**config.mk**
```make
export PLATFORM = sky130hd
export DESIGN_NAME = ilir_cell
export DESIGN_NICKNAME = d
export VERILOG_FILES = /design/src/hw/rtl/ilir_pkg.sv /design/src/hw/rtl/ilir_cell.sv
export SDC_FILE = /design/constraint.sdc
export NUM_CORES = 1
export LEC_CHECK = 0
export ABC_AREA = 1
export BUFFER_PORTS_ARGS = -buffer_cell sky130_fd_sc_hd__buf_2
export CAP_MARGIN = 20
export CORE_ASPECT_RATIO = 0.7
export CORE_MARGIN = 3
export CORE_UTILIZATION = 25
export DETAILED_ROUTE_END_ITERATION = 6
export GPL_TIMING_DRIVEN = 1
export REMOVE_ABC_BUFFERS = 1
export SLEW_MARGIN = 20
export SYNTH_ARGS = -nofsm -noshare
export SYNTH_HDL_FRONTEND = slang
export SYNTH_SLANG_ARGS = --single-unit
```
**constraint.sdc**
```tcl
create_clock -name clk -period 2.36 [get_ports clk]
set_input_delay 0.472 -clock clk [delete_from_list [all_inputs] [get_ports clk]]
set_output_delay 0.472 -clock clk [all_outputs]
set_load 0.005 [all_outputs]
```
**src/hw/rtl/ilir_pkg.sv**
```systemverilog
// -----------------------------------------------------------------------------
// ilir_pkg - shared definitions for the indexed list core
// Sizes, operation and status codes, payload types and the cell control word.
// -----------------------------------------------------------------------------
package ilir_pkg;

	// Sizes
	localparam int CAPACITY   = 64;
	localparam int FUNC_W     = 2;
	localparam int POS_W      = 7;
	localparam int DATA_W     = 32;
	localparam int STAT_W     = 2;
	localparam int CNT_W      = 7;
	localparam int GROUP_SIZE = 8;
	localparam int NUM_GROUPS = (CAPACITY + GROUP_SIZE - 1) / GROUP_SIZE;
	localparam int CMP_W      = $clog2(CAPACITY) + POS_W;

	// Payload types
	typedef logic [FUNC_W-1:0]        func_t;
	typedef logic [POS_W-1:0]         pos_t;
	typedef logic signed [DATA_W-1:0] data_t;
	typedef logic [STAT_W-1:0]        status_t;
	typedef logic [CNT_W-1:0]         count_t;

	// Operation codes
	localparam func_t OP_INSERT = 2'd0;
	localparam func_t OP_REMOVE = 2'd1;
	localparam func_t OP_GET    = 2'd2;

	// Status codes
	localparam status_t ST_OK      = 2'd0;
	localparam status_t ST_BAD_POS = 2'd1;
	localparam status_t ST_FULL    = 2'd2;

	// Per-cell control for one accepted request
	typedef struct packed {
		logic load;       // take the inserted word
		logic shift_up;   // take the left neighbor's word
		logic shift_down; // take the right neighbor's word
		logic sel;        // drive the held word onto the read tree
	} cell_ctl_t;

endpackage

```
**src/hw/rtl/ilir_cell.sv**
```systemverilog
// -----------------------------------------------------------------------------
// ilir_cell - one list slot
// Holds one word; loads, shifts from either neighbor or holds, and gates its
// word onto the read tree when selected.
// -----------------------------------------------------------------------------
module ilir_cell import ilir_pkg::*; (
	input  logic      clk,
	input  cell_ctl_t ctl,
	input  data_t     value,
	input  data_t     left,
	input  data_t     right,
	output data_t     word,
	output data_t     rd_word
);

	data_t word_q;

	// Load, shift or hold the slot
	always_ff @(posedge clk) begin
		if (ctl.load) begin
			word_q <= value;
		end else if (ctl.shift_up) begin
			word_q <= left;
		end else if (ctl.shift_down) begin
			word_q <= right;
		end
	end

	assign word    = word_q;
	assign rd_word = ctl.sel ? word_q : '0;

endmodule

```
; ---- Word level (Yosys, flattened, before mapping)
; Index checks and enable logic that the tools add are counted.
[word_totals]
ff_bits = 32
[op_classes]
n_mux = 4
reduce_logical = 1
[ops]
columns = cell, n
row1 = 32-bit two-way mux, 4
row2 = 3-bit nonzero test, 1

; ---- Logic depth before layout (Yosys ltp)
; Gate-level depths: netlist (run 1).
[logic_depth]
word_depth = 3
depth_mapped = 6
depth_no_buf = 4

; ---- Worst setup path before layout (run 1)
; Ideal clock, no wire load.
[synth_timing]
kind = input-to-reg
start = input port ctl[3] (netlist name)
end = register word_q[0] (netlist: word[0]), enable pin
setup_ps = 390
arrival_ps = 1485
required_ps = 1970
setup_slack_ps = 485
cell_stages = 4
n_path_buf = 2
cell_sequence = buf_4 inv_4 buf_4 nand2_1
[synth_via]
elab_chain_len = 1
[synth_rtl]
columns = element, line
row1 = start: declaration, ilir_cell.sv:8  ; input cell_ctl_t ctl,
row2 = 3-bit nonzero test (no line), n/a
row3 = end signal: assignment, ilir_cell.sv:21  ; word_q <= value;
row4 = end signal: assignment, ilir_cell.sv:23  ; word_q <= left;
row5 = end signal: assignment, ilir_cell.sv:25  ; word_q <= right;
row6 = end: declaration, ilir_cell.sv:16  ; data_t word_q;
; Every way passes these cells.
; A chain may end at the register's enable or synchronous reset.

; ---- Final worst setup path (run 1)
[layout_timing]
start = input port ctl[3] (netlist name)
end = register word_q[19] (netlist: word[19]), enable pin
; The elaborated chain is that of the path after synthesis.

==> flow_summary_export.csv, run 1 <==
group,metric,value,unit
cells_and_area,seq_area,960.9,µm²
power_and_ir_drop,power_frac_clock,34.1,%
grt,grt_max_degree,34,
synthesis,synth_top_cell_by_area,"edfxtp_1",
routing,via_count,2433,
power_and_ir_drop,max-vdd-ir-drop,0.2154,mV
clock_tree,cts-root-buf,"clkbuf_16",
floorplan,rows,28,
grt,grt_pass1_vias,2335,
run,max-cap-violations,0,
setup_path,crit_chain,"buf_2 > inv_4 > nand2_2 > buf_4",
setup_path,crit_path_end_kind,"flip-flop",
routing,drcViolationCount,0,
routing,drt_first_pass_iters,6,
setup_path,path_class,"input pin to flip-flop",
cells_and_area,multi_input_area,770.7,µm²
setup_path,slowest_delay,0.51,ns
hold_path,hold_path.class,"input pin to flip-flop",
clock_tree,cts_setup_buffers,0,
timing,drv_slew,0,
timing,setup_tns,0,ns
setup_path,crit_fanout,33,
floorplan,die_h,85.02,µm
timing,rsz0062_at_grt,"false",
synthesis,yosys_warnings,0,
grt,grt_usage,13.44,%
clock_tree,clock_path_buffers,2,
floorplan,design.die.area,0.01011,mm²
power_and_ir_drop,power.share.switching,25.78,%
power_and_ir_drop,power_frac_comb,22.7,%
power_and_ir_drop,internal-power,1.277,mW
placed_design,place.gp.congestion,0.7289,
routing,drt.antenna.violating_nets,0,
synthesis,yosysSeqAreaShare,43.10,%
synthesis,yosysTopAreaCellShare,43.10,%
synthesis,yosysUniqueCellTypes,9,
synthesis,syn_area_per_cell,6.539,µm²
placed_design,dp_hpwl,5156,µm
power_and_ir_drop,power.total,1.720,mW
timing,worst_pin_slew,0.6531,ns
clock_tree,clk_pin_slew,0.05,ns
setup_path,worst-endpoint-required,2.31,ns
clock_tree,cts_tree,"yes",
cells_and_area,nets,599,
power_and_ir_drop,pwr-share-seq,43.1,%
synthesis,synth_area,0.002230,mm²
timing,maxSlewHeadroom,56.46,%
routing,drt_iter0_drc,82,
cells_and_area,area_growth,44.95,%
routing,wl_per_cell,10.87,µm
clock_tree,clock_sinks,32,
routing,drt_wl_total,6715,µm
grt,grt_pass1_wl,11100,µm
synthesis,syn_inst,341,
placed_design,portBuffers,164,
timing,finalHoldViolCount,0,
power_and_ir_drop,switchingPower,0.4436,mW
timing,hold_slack,0.4722,ns
setup_path,arrival,1.72,ns
clock_tree,hold_buffers,0,
cells_and_area,fin_util,37.81,%
floorplan,start_util,26.08,%
grt,antenna_found_initial,1,
floorplan,io_pins,165,
synthesis,ys_seq_elements,32,
power_and_ir_drop,powerDensity,532.3,mW/mm²
cells_and_area,diodes,0,
cells_and_area,fill_cells,933,
status,status,"finished, final reports clean",
cells_and_area,final_common_cell,"buf_2",
timing,period_minus_slack,1.765,ns
timing,max_freq,0.5666,GHz
setup_path,cp-start-kind,"input pin",
clock_tree,cts_resized,0,
cells_and_area,largest_reg_flops,32,
cells_and_area,final_cell_mix,"164 x buf_2, 160 x nand2_1, 96 x inv_1",
floorplan,core_region_area,0.008548,mm²
power_and_ir_drop,power.leakage,2.181,nW
clock_tree,htree_levels,2,
timing,finalCritPeriodShare,74.79,%
grt,grt_remaining_overflow,0,
clock_tree,cts_made_buffers,5,
setup_path,crit_path_top_delay_cell,"buf_2",
cells_and_area,drive_above_1_share,35.34,%
timing,setup_viol_count_final,0,
floorplan,die_w,118.9,µm
routing,viasPerCell,3.937,
synthesis,synth.area.top_cells,"edfxtp_1 43%, nand2_1 27%, inv_1 16%",
==> power by group through the flow <==
stage	clock, mW	combinational [mW]	sequential [mW]
6_report	0.587	0.391	0.742
5_1_grt	0.635	0.452	0.752
4_1_cts	0.617	0.399	0.743
3_5_place_dp	0	0.398	0.753
3_3_place_gp	0	0.393	0.751
2_1_floorplan	0	0.147	0.754
==> worst max-delay path, delay by kind of cell <==
family                 cells  cell delay, ns
buffers and inverters      3            1.07
and+or+nand+nor            1            0.15
==> area by class of cell <==
| class | count | share of cell area [%] |
|---|---|---|
| flip-flops and latches | 32 | 29.73 |
| inverters | 98 | 11.54 |
| clock buffers | 6 | 3.988 |
| repair buffers | 167 | 26.09 |
| well taps | 120 | 4.646 |
| clock inverters | 1 | 0.1549 |
| multi-input cells | 194 | 23.85 |
==> path summary, 6_finish.rpt <==
| path | from | slack [ns] | to | depth (start not counted) |
|---|---|---|---|---|
| hold / removal | value[11] | 0.47 | word[11] | 3 |
| setup / recovery | ctl[3] | 0.59 | word[19] | 4 |
==> cell usage after synthesis, drive strengths merged <==
| cell | instances |
|---|---|
| nand2 | 161 |
| inv | 98 |
| edfxtp | 32 |
| nand3 | 32 |
| buf | 17 |
| nor2 | 1 |
==> routing by layer <==
layer  track usage, %  vias up  part of all wire (%)
met3            3.864        4                   9.7
met1            17.40     1025                    44
met5                0        -                  0.10
met2            22.22      116                    46
met4            3.470        2                  0.69
li1                 -     1286                     -
==> stage by stage <==
stage	setup slack [ns]	area, µm²	std cells
floorplan	0.6400	2102	324
global placement	0.3130	3098	611
detailed placement	0.2731	3098	611
CTS	0.5647	3232	618
global route	0.4432	3232	618
finish	0.5950	3232	618
==> logic make-up (layout without fill, tap and decap cells) <==
| group | Yosys count | in the layout | synth area share [%] |
|---|---|---|---|
| flip-flops | 32 | 32 | 43.10 |
| AND/OR/NAND/NOR | 194 | 194 | 34.46 |
| buffers and inverters | 115 | 272 | 22.45 |
No activity file was read; power rests on OpenSTA's default activity.
==> inputs of run 2 (changes only) <==
clock period = 1.4 ns   (was 2.36 ns; I/O delays follow)
==> flow_summary_export.csv, run 2 (synthesized netlist as in run 1, its figures left out) <==
group,metric,value,unit
status,status,"finished, final reports clean",
clock_tree,cts_tree,"yes",
grt,grt_remaining_overflow,0,
timing,max_freq,0.8295,GHz
grt,grt_pass1_vias,2427,
setup_path,crit_path_end_kind,"output pin",
power_and_ir_drop,max-vdd-ir-drop,0.4092,mV
hold_path,hold_path.class,"input pin to flip-flop",
power_and_ir_drop,power_frac_clock,33.4,%
power_and_ir_drop,power.leakage,2.211,nW
floorplan,design.die.area,0.01011,mm²
timing,setup_tns,0,ns
clock_tree,clock_path_buffers,2,
setup_path,path_class,"flip-flop to output pin",
cells_and_area,area_growth,47.59,%
routing,viasPerCell,3.968,
cells_and_area,final_cell_mix,"164 x buf_2, 160 x nand2_1, 96 x inv_1",
routing,drt_iter0_drc,103,
cells_and_area,nets,603,
floorplan,io_pins,165,
placed_design,postPlaceCellArea,0.003166,mm²
power_and_ir_drop,power_frac_comb,23.5,%
power_and_ir_drop,power.share.switching,25.81,%
floorplan,core_region_area,0.008548,mm²
grt,grt_max_degree,33,
timing,drv_slew,0,
routing,drt_first_pass_iters,4,
timing,finalHoldViolCount,0,
floorplan,start_util,26.08,%
routing,via_count,2460,
grt,antenna_found_initial,0,
floorplan,die_w,118.9,µm
clock_tree,cts-root-buf,"clkbuf_16",
placed_design,dp_cells,615,
clock_tree,cts_setup_buffers,0,
cells_and_area,design_area,0.003291,mm²
timing,period_minus_slack,1.206,ns
routing,wl_per_cell,11.00,µm
setup_path,worst-endpoint-required,1.12,ns
grt,grt_pass1_wl,11420,µm
routing,drt.antenna.violating_nets,0,
cells_and_area,fill_cells,931,
cells_and_area,drive_above_1_share,35.80,%
power_and_ir_drop,internal-power,2.152,mW
timing,rsz0062_at_grt,"false",
routing,drcViolationCount,0,
clock_tree,cts_made_buffers,5,
run,max-cap-violations,0,
setup_path,cp-start-kind,"flip-flop",
placed_design,place.gp.congestion,0.7291,
placed_design,dp_hpwl,5379,µm
clock_tree,clock_sinks,32,
grt,grt_usage,13.75,%
clock_tree,htree_levels,2,
clock_tree,clk_pin_slew,0.05,ns
timing,worst_pin_slew,0.3499,ns
cells_and_area,final_common_cell,"buf_2",
floorplan,rows,28,
cells_and_area,fin_cells,620,
timing,setup_viol_count_final,0,
power_and_ir_drop,switchingPower,0.7489,mW
clock_tree,cts_resized,0,
setup_path,crit_fanout,2,
power_and_ir_drop,pwr-share-seq,43.0,%
placed_design,portBuffers,164,
cells_and_area,diodes,0,
setup_path,arrival,0.93,ns
power_and_ir_drop,powerDensity,881.5,mW/mm²
routing,drt_wl_total,6817,µm
floorplan,die_h,85.02,µm
timing,finalCritPeriodShare,86.12,%
cells_and_area,fin_util,38.50,%
cells_and_area,largest_reg_flops,32,
clock_tree,hold_buffers,0,
timing,maxSlewHeadroom,76.67,%
timing,hold_slack,0.2875,ns
==> run 2: layer usage <==
layer	GRT usage (%)	vias to the layer above	wire length [µm]	part of all wire, %
met5	0	-	0	0
met4	3.049	0	51	0.75
met3	4.930	4	683	10
met2	21.55	111	2992	44
met1	18.36	1053	3089	45
li1	-	1292	-	-
==> run 2: final timing paths <==
kind | cells after the start | to | from | slack, ns
min | 3 | word[28] | value[28] | 0.29
max | 3 | rd_word[1] | word[1] | 0.19
==> run 2: area by class of cell <==
cell class	count	area (µm²)	area share (%)
Inverter	98	372.9	11.33
Sequential cell	32	960.9	29.20
Clock buffer	5	125.1	3.802
Timing Repair Buffer	171	910.9	27.68
Multi-Input combinational cell	194	770.7	23.42
Tap cell	120	150.1	4.563
==> run 2: worst max-delay path: stages (launching register included) <==
cell and delay (ns):
edfxtp_1 0.42, nand2_1 0.09, inv_1 0.04, buf_2 0.12
==> run 2: power by group through the flow <==
stage	Sequential, mW	Combinational [mW]	Clock, mW
final	1.25	0.683	0.970
after global routing	1.26	0.786	1.07
after CTS	1.25	0.695	1.01
after detailed placement	1.27	0.694	0
after global placement	1.26	0.685	0
after floorplan	1.27	0.247	0
==> run 2: metrics by stage <==
stage | worst slack (ns) | power [mW]
after detailed placement | 0.1986 | 1.961
final | 0.1944 | 2.901
after global placement | 0.2293 | 1.948
after floorplan | -0.1280 | 1.518
after CTS | 0.1858 | 2.959
after global routing | 0.1325 | 3.117
==> inputs of run 3 (changes only) <==
PLACE_DENSITY = 0.66   (was not set)
==> flow_summary_export.csv, run 3 (synthesized netlist as in run 1, its figures left out) <==
group,metric,value,unit
status,status,"finished, final reports clean",
setup_path,crit_path_end_kind,"output pin",
cells_and_area,drive_above_1_share,35.59,%
setup_path,worst-endpoint-required,1.12,ns
cells_and_area,largest_reg_flops,32,
placed_design,portBuffers,164,
floorplan,core_region_area,0.008548,mm²
power_and_ir_drop,power.total,2.917,mW
hold_path,hold_path.class,"input pin to flip-flop",
setup_path,cp-start-kind,"flip-flop",
clock_tree,clk_pin_slew,0.05,ns
grt,grt_pass1_wl,10930,µm
grt,grt_remaining_overflow,0,
floorplan,start_util,26.08,%
grt,grt_pass1_vias,2401,
routing,via_count,2496,
power_and_ir_drop,powerDensity,886.4,mW/mm²
routing,drt_wl_total,6655,µm
cells_and_area,fill_cells,927,
power_and_ir_drop,power.leakage,2.213,nW
placed_design,place.gp.congestion,0.7421,
timing,maxSlewHeadroom,76.21,%
timing,period_minus_slack,1.194,ns
floorplan,die_w,118.9,µm
timing,finalCritPeriodShare,85.29,%
clock_tree,cts_resized,0,
clock_tree,cts_setup_buffers,0,
timing,worst_pin_slew,0.3569,ns
clock_tree,cts-root-buf,"clkbuf_16",
placed_design,dp_hpwl,5265,µm
timing,rsz0062_at_grt,"false",
grt,grt_max_degree,33,
routing,viasPerCell,4.006,
clock_tree,hold_buffers,0,
clock_tree,clock_path_buffers,2,
timing,finalHoldViolCount,0,
routing,drcViolationCount,0,
grt,grt_usage,13.09,%
setup_path,arrival,0.91,ns
floorplan,die_h,85.02,µm
timing,drv_slew,0,
clock_tree,cts_made_buffers,5,
timing,max_freq,0.8375,GHz
cells_and_area,final_common_cell,"buf_2",
floorplan,io_pins,165,
routing,drt_first_pass_iters,4,
cells_and_area,diodes,0,
clock_tree,cts_tree,"yes",
clock_tree,clock_sinks,32,
power_and_ir_drop,max-vdd-ir-drop,0.3691,mV
setup_path,crit_fanout,2,
clock_tree,htree_levels,2,
cells_and_area,nets,604,
floorplan,rows,28,
cells_and_area,area_growth,47.59,%
timing,hold_slack,0.2824,ns
floorplan,design.die.area,0.01011,mm²
timing,setup_viol_count_final,0,
grt,antenna_found_initial,0,
cells_and_area,final_cell_mix,"164 x buf_2, 161 x nand2_1, 96 x inv_1",
routing,drt_iter0_drc,108,
routing,wl_per_cell,10.68,µm
setup_path,path_class,"flip-flop to output pin",
routing,drt.antenna.violating_nets,0,
run,max-cap-violations,0,
==> run 3: cell count changes in the layout (fill, tap and decap cells not counted), sizes merged <==
cell	change
clkinv	+2
buf	+1
==> run 3: area by class of cell <==
cell class | count | area [µm²] | share of cell area, %
Timing Repair Buffer | 172 | 905.9 | 27.53
Tap cell | 120 | 150.1 | 4.563
Inverter | 98 | 372.9 | 11.33
Clock inverter | 2 | 7.507 | 0.2281
Clock buffer | 5 | 125.1 | 3.802
Multi-Input combinational cell | 194 | 768.2 | 23.35
Sequential cell | 32 | 960.9 | 29.20
==> run 3: routing by layer <==
metal	GRT usage (%)	vias to the layer above	wire [µm]
li1	-	1298	-
met1	15.96	1086	2868
met2	23.61	110	3258
met3	3.065	2	490
met4	3.049	0	36
met5	0	-	0
==> run 3: final timing paths <==
check	startpoint	to	slack [ns]	cells past startpoint
max	word[17]	rd_word[17]	0.21	3
min	value[10]	word[10]	0.28	3
==> run 3: worst max-delay path: stages (launching register included) <==
cell,delay [ns]
edfxtp_1,0.41
nand2_1,0.09
inv_1,0.04
buf_2,0.11
==> run 3: power breakdown <==
part	internal [mW]	leakage [nW]	switching, mW
logic	0.335	1.81	0.347
clock network	0.635	0.0648	0.356
registers	1.19	0.336	0.0551
==> run 3: stage by stage <==
step	area, µm²	setup TNS [ns]	setup WS [ns]	util, %	instances
2_1_floorplan	2102	-4.097	-0.1280	-	324
6_report	3291	0	0.2060	38.50	623
4_1_cts	3291	0	0.1851	38.50	623
5_1_grt	3291	0	0.1545	38.50	623
3_3_place_gp	3158	0	0.2367	36.94	616
3_5_place_dp	3158	0	0.2004	36.94	616
